==> config.mk <==
export PLATFORM = sky130hd
export DESIGN_NAME = four_finger_tap_detector
export DESIGN_NICKNAME = d
export VERILOG_FILES = /design/src/sv/fftd_pkg.sv /design/src/sv/fftd_ram.sv /design/src/sv/fftd_sqrt.sv /design/src/sv/fftd_cfg.sv /design/src/sv/four_finger_tap_detector.sv
export SDC_FILE = /design/constraint.sdc
export NUM_CORES = 2
export LEC_CHECK = 0
export CAP_MARGIN = 10
export CORE_UTILIZATION = 58
export CTS_CLUSTER_SIZE = 28
export DETAILED_ROUTE_END_ITERATION = 6
export DONT_BUFFER_PORTS = 1
export PLACE_DENSITY_LB_ADDON = 0.08
export SYNTH_ARGS = -nofsm -noshare
export SYNTH_HDL_FRONTEND = slang
export SYNTH_SLANG_ARGS = --single-unit
==> constraint.sdc <==
create_clock -name aclk -period 9.05 [get_ports aclk]
set_clock_uncertainty 0.1 [all_clocks]
set_input_delay 0.4525 -clock aclk [delete_from_list [all_inputs] [get_ports aclk]]
set_output_delay 0.4525 -clock aclk [all_outputs]
set_load 0.1 [all_outputs]
==> src/sv/fftd_pkg.sv <==
`timescale 1ns / 1ps

package fftd_pkg;

    localparam int FFTD_TOUCH_SLOTS = 16;
    localparam int FFTD_TAP_FINGERS = 4;

    localparam int SLOT_W  = 4;
    localparam int POS_W   = 16;
    localparam int TIME_W  = 32;
    localparam int COUNT_W = 5;
    localparam int PATH_W  = 24;
    localparam logic [PATH_W-1:0] PATH_MAX = '1;

    localparam int RAD_W  = 34;
    localparam int ROOT_W = 17;
    localparam int REM_W  = 19;

    localparam int CFG_ADDR_W = 4;
    localparam int CFG_DATA_W = 32;
    localparam int CFG_W      = 16;

    localparam logic [CFG_W-1:0] MIN_GATHER   = 16'd10;
    localparam logic [CFG_W-1:0] SLOP_RESET   = 16'd160;
    localparam logic [CFG_W-1:0] GATHER_RESET = 16'd150;
    localparam logic [CFG_W-1:0] HOLD_RESET   = 16'd300;

    localparam logic [1:0] REG_SLOP   = 2'd0;
    localparam logic [1:0] REG_GATHER = 2'd1;
    localparam logic [1:0] REG_HOLD   = 2'd2;

    localparam logic [1:0] MODE_DOWN = 2'd0;
    localparam logic [1:0] MODE_MOVE = 2'd1;
    localparam logic [1:0] MODE_UP   = 2'd2;

    typedef struct packed {
        logic [1:0]        mode;
        logic [SLOT_W-1:0] touch_slot;
        logic [POS_W-1:0]  pos_x;
        logic [POS_W-1:0]  pos_y;
        logic [TIME_W-1:0] time_ms;
    } touch_req_t;

    typedef struct packed {
        logic               decided;
        logic               fired;
        logic [COUNT_W-1:0] fingers_left;
        logic [COUNT_W-1:0] peak_fingers;
        logic               was_spoiled;
    } touch_res_t;

    typedef struct packed {
        logic [POS_W-1:0]  last_x;
        logic [POS_W-1:0]  last_y;
        logic [PATH_W-1:0] path;
        logic [TIME_W-1:0] down_time;
    } slot_rec_t;

    typedef struct packed {
        logic [CFG_W-1:0] slop;
        logic [CFG_W-1:0] gather_lim;
        logic [CFG_W-1:0] hold_lim;
    } cfg_t;

endpackage

==> src/sv/fftd_ram.sv <==
`timescale 1ns / 1ps

module fftd_ram #(
    parameter int WIDTH = 8,
    parameter int DEPTH = 16,
    localparam int AW = (DEPTH > 1) ? $clog2(DEPTH) : 1
) (
    input  logic             aclk,
    input  logic             we,
    input  logic [AW-1:0]    waddr,
    input  logic [WIDTH-1:0] wdata,
    input  logic [AW-1:0]    raddr,
    output logic [WIDTH-1:0] rdata
);

    logic [WIDTH-1:0] mem_reg [DEPTH];
    logic [WIDTH-1:0] rdata_reg;

    always_ff @(posedge aclk) begin
        if (we) begin
            mem_reg[waddr] <= wdata;
        end
        rdata_reg <= mem_reg[raddr];
    end

    assign rdata = rdata_reg;

endmodule

==> src/sv/fftd_sqrt.sv <==
`timescale 1ns / 1ps

module fftd_sqrt
    import fftd_pkg::*;
(
    input  logic              aclk,
    input  logic              aresetn,
    input  logic              start,
    input  logic [RAD_W-1:0]  radicand,
    output logic              done,
    output logic [ROOT_W-1:0] root
);

    localparam int CNT_W = $clog2(ROOT_W);
    localparam logic [CNT_W-1:0] LAST_STEP = CNT_W'(ROOT_W - 1);

    logic              busy_reg, busy_next;
    logic              done_reg, done_next;
    logic [CNT_W-1:0]  cnt_reg, cnt_next;
    logic [RAD_W-1:0]  rad_reg, rad_next;
    logic [REM_W-1:0]  rem_reg, rem_next;
    logic [ROOT_W-1:0] root_reg, root_next;

    logic [REM_W+1:0] rem_shift;
    logic [REM_W+1:0] trial;

    assign rem_shift = {rem_reg, rad_reg[RAD_W-1 -: 2]};
    assign trial     = {{(REM_W - ROOT_W){1'b0}}, root_reg, 2'b01};

    always_comb begin
        busy_next = busy_reg;
        done_next = 1'b0;
        cnt_next  = cnt_reg;
        rad_next  = rad_reg;
        rem_next  = rem_reg;
        root_next = root_reg;
        if (start) begin
            busy_next = 1'b1;
            cnt_next  = LAST_STEP;
            rad_next  = radicand;
            rem_next  = '0;
            root_next = '0;
        end else if (busy_reg) begin
            rad_next = rad_reg << 2;
            if (rem_shift >= trial) begin
                rem_next  = REM_W'(rem_shift - trial);
                root_next = {root_reg[ROOT_W-2:0], 1'b1};
            end else begin
                rem_next  = REM_W'(rem_shift);
                root_next = {root_reg[ROOT_W-2:0], 1'b0};
            end
            if (cnt_reg == '0) begin
                busy_next = 1'b0;
                done_next = 1'b1;
            end else begin
                cnt_next = cnt_reg - 1'b1;
            end
        end
    end

    always_ff @(posedge aclk) begin
        if (!aresetn) begin
            busy_reg <= 1'b0;
            done_reg <= 1'b0;
            cnt_reg  <= '0;
        end else begin
            busy_reg <= busy_next;
            done_reg <= done_next;
            cnt_reg  <= cnt_next;
        end
        rad_reg  <= rad_next;
        rem_reg  <= rem_next;
        root_reg <= root_next;
    end

    assign done = done_reg;
    assign root = root_reg;

endmodule

==> src/sv/fftd_cfg.sv <==
`timescale 1ns / 1ps

module fftd_cfg
    import fftd_pkg::*;
(
    input  logic                  aclk,
    input  logic                  aresetn,
    input  logic                  psel,
    input  logic                  penable,
    input  logic                  pwrite,
    input  logic [CFG_ADDR_W-1:0] paddr,
    input  logic [CFG_DATA_W-1:0] pwdata,
    output logic [CFG_DATA_W-1:0] prdata,
    output logic                  pready,
    output cfg_t                  cfg
);

    logic [CFG_W-1:0] slop_reg, slop_next;
    logic [CFG_W-1:0] gather_reg, gather_next;
    logic [CFG_W-1:0] hold_reg, hold_next;
    logic [1:0]       reg_index;
    logic             wr_en;
    logic [CFG_W-1:0] gather_eff;

    assign reg_index = paddr[3:2];
    assign wr_en     = psel && penable && pwrite;
    assign pready    = 1'b1;

    always_comb begin
        slop_next   = slop_reg;
        gather_next = gather_reg;
        hold_next   = hold_reg;
        if (wr_en) begin
            unique case (reg_index)
                REG_SLOP:   slop_next   = pwdata[CFG_W-1:0];
                REG_GATHER: gather_next = pwdata[CFG_W-1:0];
                REG_HOLD:   hold_next   = pwdata[CFG_W-1:0];
                default:    ;
            endcase
        end
    end

    always_comb begin
        unique case (reg_index)
            REG_SLOP:   prdata = CFG_DATA_W'(slop_reg);
            REG_GATHER: prdata = CFG_DATA_W'(gather_reg);
            REG_HOLD:   prdata = CFG_DATA_W'(hold_reg);
            default:    prdata = '0;
        endcase
    end

    always_ff @(posedge aclk) begin
        if (!aresetn) begin
            slop_reg   <= SLOP_RESET;
            gather_reg <= GATHER_RESET;
            hold_reg   <= HOLD_RESET;
        end else begin
            slop_reg   <= slop_next;
            gather_reg <= gather_next;
            hold_reg   <= hold_next;
        end
    end

    assign gather_eff     = (gather_reg < MIN_GATHER) ? MIN_GATHER : gather_reg;
    assign cfg.slop       = slop_reg;
    assign cfg.gather_lim = gather_eff;
    assign cfg.hold_lim   = (hold_reg > gather_eff) ? hold_reg : gather_eff;

endmodule

==> src/sv/four_finger_tap_detector.sv <==
`timescale 1ns / 1ps

// Channel   Ports                         Request carries
// input     s_valid, s_ready, s_data      one touch event (touch_req_t)
// result    m_valid, m_ready, m_data      one verdict per finger up (touch_res_t)
// config    psel, penable, pwrite, paddr, pwdata, prdata, pready
//
// A down event passes the fetch and execute states; an up event also passes the output state, plus any wait on m_ready.
// A move event makes two passes of the shared 16 by 16 multiplier
// and seventeen steps of the bit-serial square root unit.
// Reset is synchronous and active low; it clears the slot occupancy and gesture state.
// A result waits in the output register while the next request is taken.

module four_finger_tap_detector
    import fftd_pkg::*;
#(
    parameter int TOUCH_SLOTS = FFTD_TOUCH_SLOTS,
    parameter int TAP_FINGERS = FFTD_TAP_FINGERS
) (
    input  logic                  aclk,
    input  logic                  aresetn,
    input  logic                  s_valid,
    output logic                  s_ready,
    input  touch_req_t            s_data,
    output logic                  m_valid,
    input  logic                  m_ready,
    output touch_res_t            m_data,
    input  logic                  psel,
    input  logic                  penable,
    input  logic                  pwrite,
    input  logic [CFG_ADDR_W-1:0] paddr,
    input  logic [CFG_DATA_W-1:0] pwdata,
    output logic [CFG_DATA_W-1:0] prdata,
    output logic                  pready
);

    localparam int AW = (TOUCH_SLOTS > 1) ? $clog2(TOUCH_SLOTS) : 1;
    localparam int REC_W = $bits(slot_rec_t);
    localparam logic [COUNT_W-1:0] TAP_COUNT = COUNT_W'(TAP_FINGERS);

    typedef enum logic [8:0] {
        ST_IDLE  = 9'b000000001,
        ST_FETCH = 9'b000000010,
        ST_EXEC  = 9'b000000100,
        ST_SQX   = 9'b000001000,
        ST_SQY   = 9'b000010000,
        ST_GO    = 9'b000100000,
        ST_ROOT  = 9'b001000000,
        ST_ACC   = 9'b010000000,
        ST_OUT   = 9'b100000000
    } state_t;

    state_t                 state_reg, state_next;
    touch_req_t             req_reg, req_next;
    slot_rec_t              rec_reg, rec_next;
    logic [TOUCH_SLOTS-1:0] occ_reg, occ_next;
    logic [COUNT_W-1:0]     count_reg, count_next;
    logic [COUNT_W-1:0]     peak_reg, peak_next;
    logic                   spoiled_reg, spoiled_next;
    logic [TIME_W-1:0]      start_reg, start_next;
    logic [POS_W-1:0]       dx_reg, dx_next;
    logic [POS_W-1:0]       dy_reg, dy_next;
    logic [RAD_W-1:0]       sumsq_reg, sumsq_next;
    touch_res_t             res_reg, res_next;
    logic                   m_valid_reg, m_valid_next;
    touch_res_t             m_data_reg, m_data_next;

    cfg_t              cfg;
    slot_rec_t         rec_rd;
    logic [REC_W-1:0]  ram_rdata;
    slot_rec_t         rec_wr;
    logic              ram_we;
    logic [AW-1:0]     slot_addr;
    logic              slot_valid;
    logic              slot_occ;
    logic              sqrt_start;
    logic              sqrt_done;
    logic [ROOT_W-1:0] sqrt_root;

    logic               new_gest;
    logic [TIME_W-1:0]  start_eff;
    logic [COUNT_W-1:0] count_dn;
    logic [COUNT_W-1:0] peak_base;
    logic [COUNT_W-1:0] peak_dn;
    logic [TIME_W-1:0]  gather_el;
    logic               spoil_dn;
    logic [TIME_W-1:0]  held;
    logic               spoil_up;
    logic [COUNT_W-1:0] count_up;
    logic [POS_W-1:0]   mul_op;
    logic [2*POS_W-1:0] prod;
    logic [PATH_W:0]    path_sum;
    logic [PATH_W-1:0]  path_new;

    fftd_cfg u_cfg (
        .aclk    (aclk),
        .aresetn (aresetn),
        .psel    (psel),
        .penable (penable),
        .pwrite  (pwrite),
        .paddr   (paddr),
        .pwdata  (pwdata),
        .prdata  (prdata),
        .pready  (pready),
        .cfg     (cfg)
    );

    fftd_ram #(
        .WIDTH (REC_W),
        .DEPTH (TOUCH_SLOTS)
    ) u_slot_ram (
        .aclk  (aclk),
        .we    (ram_we),
        .waddr (slot_addr),
        .wdata (rec_wr),
        .raddr (slot_addr),
        .rdata (ram_rdata)
    );

    fftd_sqrt u_sqrt (
        .aclk     (aclk),
        .aresetn  (aresetn),
        .start    (sqrt_start),
        .radicand (sumsq_reg),
        .done     (sqrt_done),
        .root     (sqrt_root)
    );

    assign rec_rd     = ram_rdata;
    assign slot_addr  = AW'(req_reg.touch_slot);
    assign slot_valid = int'(req_reg.touch_slot) < TOUCH_SLOTS;
    assign slot_occ   = slot_valid && occ_reg[slot_addr];
    assign sqrt_start = (state_reg == ST_GO);

    assign new_gest  = (count_reg == '0);
    assign start_eff = new_gest ? req_reg.time_ms : start_reg;
    assign count_dn  = slot_occ ? count_reg : count_reg + 1'b1;
    assign peak_base = new_gest ? '0 : peak_reg;
    assign peak_dn   = (count_dn > peak_base) ? count_dn : peak_base;
    assign gather_el = req_reg.time_ms - start_eff;
    assign spoil_dn  = (!new_gest && spoiled_reg) || (count_dn > TAP_COUNT)
                       || (gather_el > TIME_W'(cfg.gather_lim));

    assign held     = slot_occ ? req_reg.time_ms - rec_rd.down_time : '0;
    assign spoil_up = spoiled_reg || (held > TIME_W'(cfg.hold_lim));
    assign count_up = slot_occ ? count_reg - 1'b1 : count_reg;

    assign mul_op = (state_reg == ST_SQX) ? dx_reg : dy_reg;
    assign prod   = mul_op * mul_op;

    assign path_sum = {1'b0, rec_reg.path} + (PATH_W + 1)'(sqrt_root);
    assign path_new = path_sum[PATH_W] ? PATH_MAX : path_sum[PATH_W-1:0];

    always_comb begin
        state_next   = state_reg;
        req_next     = req_reg;
        rec_next     = rec_reg;
        occ_next     = occ_reg;
        count_next   = count_reg;
        peak_next    = peak_reg;
        spoiled_next = spoiled_reg;
        start_next   = start_reg;
        dx_next      = dx_reg;
        dy_next      = dy_reg;
        sumsq_next   = sumsq_reg;
        res_next     = res_reg;
        m_valid_next = m_valid_reg && !m_ready;
        m_data_next  = m_data_reg;
        ram_we       = 1'b0;
        rec_wr       = rec_reg;

        unique case (state_reg)
            ST_IDLE: begin
                if (s_valid) begin
                    req_next   = s_data;
                    state_next = ST_FETCH;
                end
            end
            ST_FETCH: begin
                state_next = ST_EXEC;
            end
            ST_EXEC: begin
                rec_next   = rec_rd;
                state_next = ST_IDLE;
                unique case (req_reg.mode)
                    MODE_DOWN: begin
                        if (slot_valid) begin
                            occ_next[slot_addr] = 1'b1;
                            count_next          = count_dn;
                            peak_next           = peak_dn;
                            spoiled_next        = spoil_dn;
                            start_next          = start_eff;
                            ram_we              = 1'b1;
                            rec_wr.last_x       = req_reg.pos_x;
                            rec_wr.last_y       = req_reg.pos_y;
                            rec_wr.path         = '0;
                            rec_wr.down_time    = req_reg.time_ms;
                        end
                    end
                    MODE_MOVE: begin
                        if (slot_occ) begin
                            dx_next = (req_reg.pos_x > rec_rd.last_x)
                                      ? req_reg.pos_x - rec_rd.last_x
                                      : rec_rd.last_x - req_reg.pos_x;
                            dy_next = (req_reg.pos_y > rec_rd.last_y)
                                      ? req_reg.pos_y - rec_rd.last_y
                                      : rec_rd.last_y - req_reg.pos_y;
                            state_next = ST_SQX;
                        end
                    end
                    MODE_UP: begin
                        if (slot_occ) begin
                            occ_next[slot_addr] = 1'b0;
                        end
                        count_next = count_up;
                        state_next = ST_OUT;
                        if (count_up != '0) begin
                            spoiled_next          = spoil_up;
                            res_next.decided      = 1'b0;
                            res_next.fired        = 1'b0;
                            res_next.fingers_left = count_up;
                            res_next.peak_fingers = '0;
                            res_next.was_spoiled  = 1'b0;
                        end else begin
                            res_next.decided      = 1'b1;
                            res_next.fired        = (peak_reg == TAP_COUNT) && !spoil_up;
                            res_next.fingers_left = '0;
                            res_next.peak_fingers = peak_reg;
                            res_next.was_spoiled  = spoil_up;
                            peak_next             = '0;
                            spoiled_next          = 1'b0;
                        end
                    end
                    default: ;
                endcase
            end
            ST_SQX: begin
                sumsq_next = RAD_W'(prod);
                state_next = ST_SQY;
            end
            ST_SQY: begin
                sumsq_next = sumsq_reg + RAD_W'(prod);
                state_next = ST_GO;
            end
            ST_GO: begin
                state_next = ST_ROOT;
            end
            ST_ROOT: begin
                if (sqrt_done) begin
                    state_next = ST_ACC;
                end
            end
            ST_ACC: begin
                ram_we        = 1'b1;
                rec_wr.last_x = req_reg.pos_x;
                rec_wr.last_y = req_reg.pos_y;
                rec_wr.path   = path_new;
                if (path_new > PATH_W'(cfg.slop)) begin
                    spoiled_next = 1'b1;
                end
                state_next = ST_IDLE;
            end
            ST_OUT: begin
                if (!m_valid_reg || m_ready) begin
                    m_valid_next = 1'b1;
                    m_data_next  = res_reg;
                    state_next   = ST_IDLE;
                end
            end
            default: begin
                state_next = ST_IDLE;
            end
        endcase
    end

    always_ff @(posedge aclk) begin
        if (!aresetn) begin
            state_reg   <= ST_IDLE;
            occ_reg     <= '0;
            count_reg   <= '0;
            peak_reg    <= '0;
            spoiled_reg <= 1'b0;
            m_valid_reg <= 1'b0;
        end else begin
            state_reg   <= state_next;
            occ_reg     <= occ_next;
            count_reg   <= count_next;
            peak_reg    <= peak_next;
            spoiled_reg <= spoiled_next;
            m_valid_reg <= m_valid_next;
        end
        req_reg    <= req_next;
        rec_reg    <= rec_next;
        start_reg  <= start_next;
        dx_reg     <= dx_next;
        dy_reg     <= dy_next;
        sumsq_reg  <= sumsq_next;
        res_reg    <= res_next;
        m_data_reg <= m_data_next;
    end

    assign s_ready = (state_reg == ST_IDLE);
    assign m_valid = m_valid_reg;
    assign m_data  = m_data_reg;

endmodule
Word level (Yosys, flattened, before mapping). Memory sizes are Yosys's and may differ from the RTL's. A register that Yosys moved wholly into a read port is not among the register bits. Index checks and enable logic that the tools add are counted.

Output and inout port bits: 48. Input bits: 113. Logic and storage cells: 187. Flip-flop bits (word level): 444. Memory bits (writable): 1408. Memories kept: 1.

Memory list: u_slot_ram.mem_reg (depth 16, bits a word 88, read ports 1, clocked after Yosys merged registers in 1, write ports 1, RTL line fftd_ram.sv:16) `logic [WIDTH-1:0] mem_reg [DEPTH];`.

Bitwise gates (word level): 6. Magnitude comparators: 12. Reductions and logical operators: 40. Equality and inequality tests: 22. $add $sub $neg: 12. Multiplexer cells: 54. Multiply operators: 1.

Operators with widths (number): case mux 56 bit (2 select lines) (1); two-way mux 16 bit (6); two-way mux 32 bit (3); two-way mux 88 bit (1); case mux 9 bit (8 select lines) (1); two-way mux 34 bit (2); case mux 34 bit (2 select lines) (1); greater-than comparator 32 x 16 -> 1 bit (2); subtractor 16 bit (4); subtractor 32 bit (2); greater-than comparator 16 bit (3); case mux 16 bit (3 select lines) (1); two-way mux 5 bit (8); adder 34 x 32 -> 34 bit (1); multiplier 16 x 16 -> 32 bit (1); case mux 16 bit (2 select lines) (1); two-way mux 9 bit (3); adder 24 x 17 -> 25 bit (1); greater-than comparator 24 x 16 -> 1 bit (1); two-way mux 24 bit (1); >= comparator 21 x 19 -> 1 bit (1); case mux 5 bit (2 select lines) (2); AND reduction 2 bit (10); two-way mux 19 bit (1); 44 further kinds (89).

Depth between registers and ports, before layout.
Depth in word-level cells: 9. Depth in mapped cells: 43. Depth with buffers taken out: 41.

Hierarchy. From an unflattened synthesis, not the netlist that was laid out.

Cell total of the unflattened synthesis: 6343. Area total of the unflattened synthesis: 91972.0 um^2.

By module, submodules not included: fftd_ram (instances 1, sequential area each 44042.2 um^2, cells each 2256, area an instance 54360.9 um^2); four_finger_tap_detector (instances 1, sequential area each 9208.8 um^2, cells each 3306, area an instance 30451.7 um^2); fftd_sqrt (instances 1, sequential area each 1881.8 um^2, cells each 401, area an instance 4182.8 um^2); fftd_cfg (instances 1, sequential area each 960.9 um^2, cells each 380, area an instance 2976.6 um^2).

Worst setup path after synthesis. No wires, ideal clock.

Path type: reg2reg. From: register state_reg[5]. To: register sumsq_reg[31], data pin. Path slack: -0.675 ns. Clock period less this slack: 9.725 ns. Data required time: 8.690 ns. Stages on the path, launching flop included: 42. Path buffers: 3. Arrival: 9.365 ns. Setup time: 0.260 ns. Path through: dfxtp_1 > clkbuf_1 > nor3_1 > nand2_1 > nor4_1 > buf_4 > mux2i_1 > clkinv_1 > nand2_1 > inv_1 > fa_1 > inv_1 > fa_1 > inv_1 > fa_1 > inv_1 > fa_1 > inv_1 > (+6 left out) > nor2_1 > nor2_1 > a21boi_0 > o31a_1 > o41ai_1 > o2111a_1 > xnor2_1 > ha_1 > clkbuf_1 > a21oi_1 > nor2b_1 > o21ai_0 > o21a_1 > o31a_1 > a211o_1 > o21bai_1 > xor2_1 > mux2_2.

Word-level cells in the longest chain between the ends: 5. Elaborated cells on any way between the ends: 6. Those cells by class: 1 x add/sub; 1 x mul; 2 x eq/ne; 2 x mux.

RTL lines: start: declaration (RTL line four_finger_tap_detector.sv:53) `state_t state_reg, state_next;`; start signal: assignment (RTL line four_finger_tap_detector.sv:285) `state_reg <= state_next;`; equality test 9 x 4 -> 1 bit (RTL line four_finger_tap_detector.sv:148, four_finger_tap_detector.sv:172); two-way mux 16 bit (RTL line four_finger_tap_detector.sv:148) `assign mul_op = (state_reg == ST_SQX) ? dx_reg : dy_reg;`; multiplier 16 x 16 -> 32 bit (RTL line four_finger_tap_detector.sv:149) `assign prod = mul_op * mul_op;`; adder 34 x 32 -> 34 bit (RTL line four_finger_tap_detector.sv:242) `sumsq_next = sumsq_reg + RAD_W'(prod);`; case mux 34 bit (2 select lines) * (RTL line four_finger_tap_detector.sv:172) `unique case (state_reg)`; via sumsq_next[31] (RTL line four_finger_tap_detector.sv:63) `logic [RAD_W-1:0] sumsq_reg, sumsq_next;`; end signal: assignment (RTL line four_finger_tap_detector.sv:297) `sumsq_reg <= sumsq_next;`; end: declaration (RTL line four_finger_tap_detector.sv:63).

The timed path passes the listed nets; every way through them passes the cells marked *. A chain may end at the register's enable or synchronous reset.

Worst setup path after layout.
From: register state_reg[8]. To: register sumsq_reg[31], data pin.

Same word-level chain as after synthesis.

==> implementation parameters <==
Parameter                              Value

Worst setup path
  Arrival @ worst endpoint ... 9.41 ns
  Critical path's slowest cell ... fa_1
  Required time at the endpoint of the critical path ... ~9.5 ns
  Critical path launch point ... state_reg[8]$_SDFFE_PN0P_
  Kind of launch point of the worst setup path ... register
  Largest fanout on the critical path ... 6
  Critical setup path kind ... register to register
  Count of buffer and inverter cells on the critical path ... 12
  CP max stage delay ... ~0.56 ns
  Launch point of the worst reg-to-reg path ... state_reg[8]$_SDFFE_PN0P_
  Family with the most delay on the worst path ... adder cells
  Endpoint type of the worst setup path ... register
  Cell with the most instances on the worst path ... fa_1
  Critical path depth in cells ... 38
  Register-to-Register Path Depth ... 38

Global routing
  Total Routing Usage GR ... roughly 28%
  Overall overflow remaining after global route ... 0
  Via count of the first global-routing pass ... between 50000 and 60000
  Pin count of the biggest net entering global routing ... 132
  Number of antenna violations at the first check in global routing ... 13
  Global-route wire length before repair ... 327000 µm

STA
  Unrepaired setup endpoints after global routing ... yes
  Worst hold slack after final layout ... roughly 0.027 ns
  Slew headroom ... 15.9%
  Tcrit/Tclk final ... a little under 100%
  Final Setup Violations ... 0
  Minimum clock period after layout ... around 9.0 ns
  Achievable Freq ... 0.111 GHz
  Pin slew with the least headroom to its limit ... about 1.3 ns
  Setup tns final ... 0 ns
  Final slew viol count ... 0
  Number of hold-slack violations in the final timing report ... 0

Synth
  Cell types with the highest counts after synthesis ... 1724 x edfxtp_1, 596 x nand2_1, 470 x inv_1, 442 x mux4_2, 366 x ha_1
  Synth top area cells ... edfxtp_1 57%, mux4_2 11%, ha_1 5.0%, dfxtp_1 4.7%, fa_1 3.6%
  Cell area after technology mapping ... 91300 µm²
  Fraction of post-synthesis cell area in the top cell type by area ... a little under three fifths
  Number of flops mapped to enable cells by yosys ... about 1700
  Yosys synthesis warning count ... 0
  Number of standard cells after synthesis ... 6115
  Share of flip-flops with an asynchronous set or reset ... 0%
  Flop and latch count out of synthesis ... approximately 1900
  Portion of the post-synthesis area used by sequential elements ... between 60 and 70%
  Most frequently used cell type in the post-synthesis netlist ... edfxtp_1
  Synth area leader ... edfxtp_1
  Predominant post-synthesis flop cell ... edfxtp_1
  Mean cell area of the mapped netlist ... 14.9 µm²
  Yosys cell types ... 98

Drt
  Via/cell ratio ... slightly above 6
  Total routed wire length on the met1 layer ... 94400 µm
  Detailed-route wire length ... 220000 µm
  Average detailed-routed wire length per instance ... 25.4 µm
  Metal3 WL ... roughly 19000 µm
  Uppermost layer routed ... met5
  Final antenna-violating net count ... 0
  Violation count after the first detailed-route iteration ... about 4900
  DR vias ... approximately 53000
  First-pass DRT Iterations ... 6
  DRC errors left ... 0
  WL met2 ... a little over 100000 µm

Place
  Final Wtd Congestion ... 0.893
  Placed Cells incl. Taps ... 8153
  Hpwl dp ... 134000 µm
  I/O Buffers ... 0

Flow run
  Maximum Capacitance Violations ... 0

Worst hold path
  Path category of the worst min-delay check ... input pin to register
  Launch instance of the worst min-delay path ... penable
  Hold Path Cell Cnt ... 4

Die
  Chip width ... roughly 400 µm
  Core Region ... between 150000 and 200000 µm²
  IO Count ... roughly 160
  Height of the chip ... around 400 µm
  Overall die area ... between 150000 and 200000 µm²
  Placement Rows ... roughly 150
  Initial Utilization ... between 50% and 60%

Clock network
  Clock root cell ... clkbuf_16
  Clock tree from TritonCTS ... built
  Clock sink count ... 1940
  Maximum count of clock buffers along a single path ... 3
  Number of buffers created by CTS ... about 190
  Number of H-tree levels ... 4
  Clock input transition at the sequential cells of the worst setup and hold paths ... around 0.060 ns
  Clock insertion delay at the later pin of the skew report ... approximately 0.83 ns

Final layout
  Number of standard cells in the layout, taps in and fillers out ... between 8000 and 9000
  Nets ... 7078
  Growth of design area from synthesis to finish ... 13.4%
  Flip-flop and latch area ... between 50000 and 60000 µm²
  Area of the multi-input gates ... around 33000 µm²
  Share of cells above drive strength 1 ... roughly 18%
  Number of flip-flops under the largest register name ... ~1400
  Fill count ... between 10000 and 15000

Power and ir drop
  Worst supply voltage drop on vdd ... ~0.19 mV
  Power per cell area ... just over 200 nW/µm²
  Cell leakage power ... around 38 nW

Outcome
  Outcome ... completed
layout make-up:
cell class,instances,area share (%)
sequential,1940,54.2
inverter,477,1.75
tap,2058,2.49
timing repair buffer,356,3.08
clock inverter,103,1.21
antenna,5,0.0121
multi-input combinational,3466,32.0
clock buffer,259,5.24
what timing repair did:
action	CTS	global route
hold buffers	100	0
resized for setup	8	107
hold endpoints to repair	162	0
pin swaps	1	43
cloned	0	1
endpoints found under the setup margin	7	11
buffers inserted	0	42
metrics by stage:
step,worst slack (ns),utilization [%],area [µm²],power (W)
2_1_floorplan,0.0239,-,91400,0.0123
3_3_place_gp,-0.111,60.8,94900,0.0130
3_5_place_dp,-0.200,60.8,94900,0.0130
4_1_cts,-0.0407,65.7,103000,0.0213
5_1_grt,-0.306,66.2,103000,0.0219
6_report,0.0753,66.2,103000,0.0212
layer usage:
| layer | GRT usage (%) | vias up |
|---|---|---|
| li1 | - | 23719 |
| met1 | 40.5 | 26856 |
| met2 | 42.6 | 2014 |
| met3 | 6.80 | 332 |
| met4 | 7.20 | 10 |
| met5 | 0 | - |
worst register-to-register path, delay by kind of cell (launching register included):
family                   cells  cell delay, ns
flip-flops                   1            0.33
AND/OR/NAND/NOR              7            0.81
multiplexers                 2            0.44
adder cells (fa/ha/maj)      8            3.58
buffers and inverters       12            1.23
AO/OA/AOI/OAI                7            2.05
XOR/XNOR                     2            0.20
where the power goes:
group | internal [W] | switching (W)
clock | 0.00485 | 0.00344
sequential | 0.00987 | 0.000183
combinational | 0.00122 | 0.00166
total | 0.0159 | 0.00528
kinds of logic (layout without fill, tap and decap cells):
group | count (synthesis) | count (layout) | synth area share, %
AOI/OAI and AO/OA | 896 | 896 | 6.37
buffers and inverters | 724 | 1195 | 3.09
other | 2 | 22 | 0.00823
and+or+nand+nor | 1275 | 1275 | 6.30
DFF | 1940 | 1940 | 61.5
muxes | 584 | 584 | 12.5
xor gates and xnor gates | 161 | 161 | 1.55
adders and majority gates | 533 | 533 | 8.67
cells in the final DEF, fill, tap and decap left out, drive strengths merged, types with 15 or more instances in the layout:
| master | instances |
|---|---|
| edfxtp | 1724 |
| nand2 | 596 |
| inv | 476 |
| mux4 | 444 |
| ha | 366 |
| nor2 | 284 |
| clkbuf | 260 |
| buf | 256 |
| a21oi | 240 |
| o21ai | 226 |
| dfxtp | 216 |
| fa | 166 |
| mux2i | 116 |
| xnor2 | 111 |
| dlygate4sd3 | 99 |
| a21o | 95 |
| clkinv | 74 |
| nand3 | 63 |
| nor3 | 63 |
| a21boi | 56 |
| nor2b | 52 |
| xor2 | 50 |
| o21a | 47 |
| nand4 | 35 |
| a31oi | 31 |
| nand2b | 30 |
| and2 | 28 |
| a211oi | 25 |
| mux2 | 24 |
| o211ai | 22 |
| bufinv | 22 |
| nor4 | 21 |
| a311oi | 21 |
| and3 | 18 |
| conb | 17 |
| or3 | 17 |
| or2 | 16 |
| a22o | 15 |
final timing paths:
path | slack [ns] | end
max | 0.08 | sumsq_reg[31]$_DFFE_PP_
min | 0.03 | u_cfg.slop_reg[15]$_SDFFE_PN0P_
max reg2reg | 0.08 | sumsq_reg[31]$_DFFE_PP_
min reg2reg | 0.30 | m_data[11]$_DFFE_PP_
No activity file was read; power rests on OpenSTA's default activity.
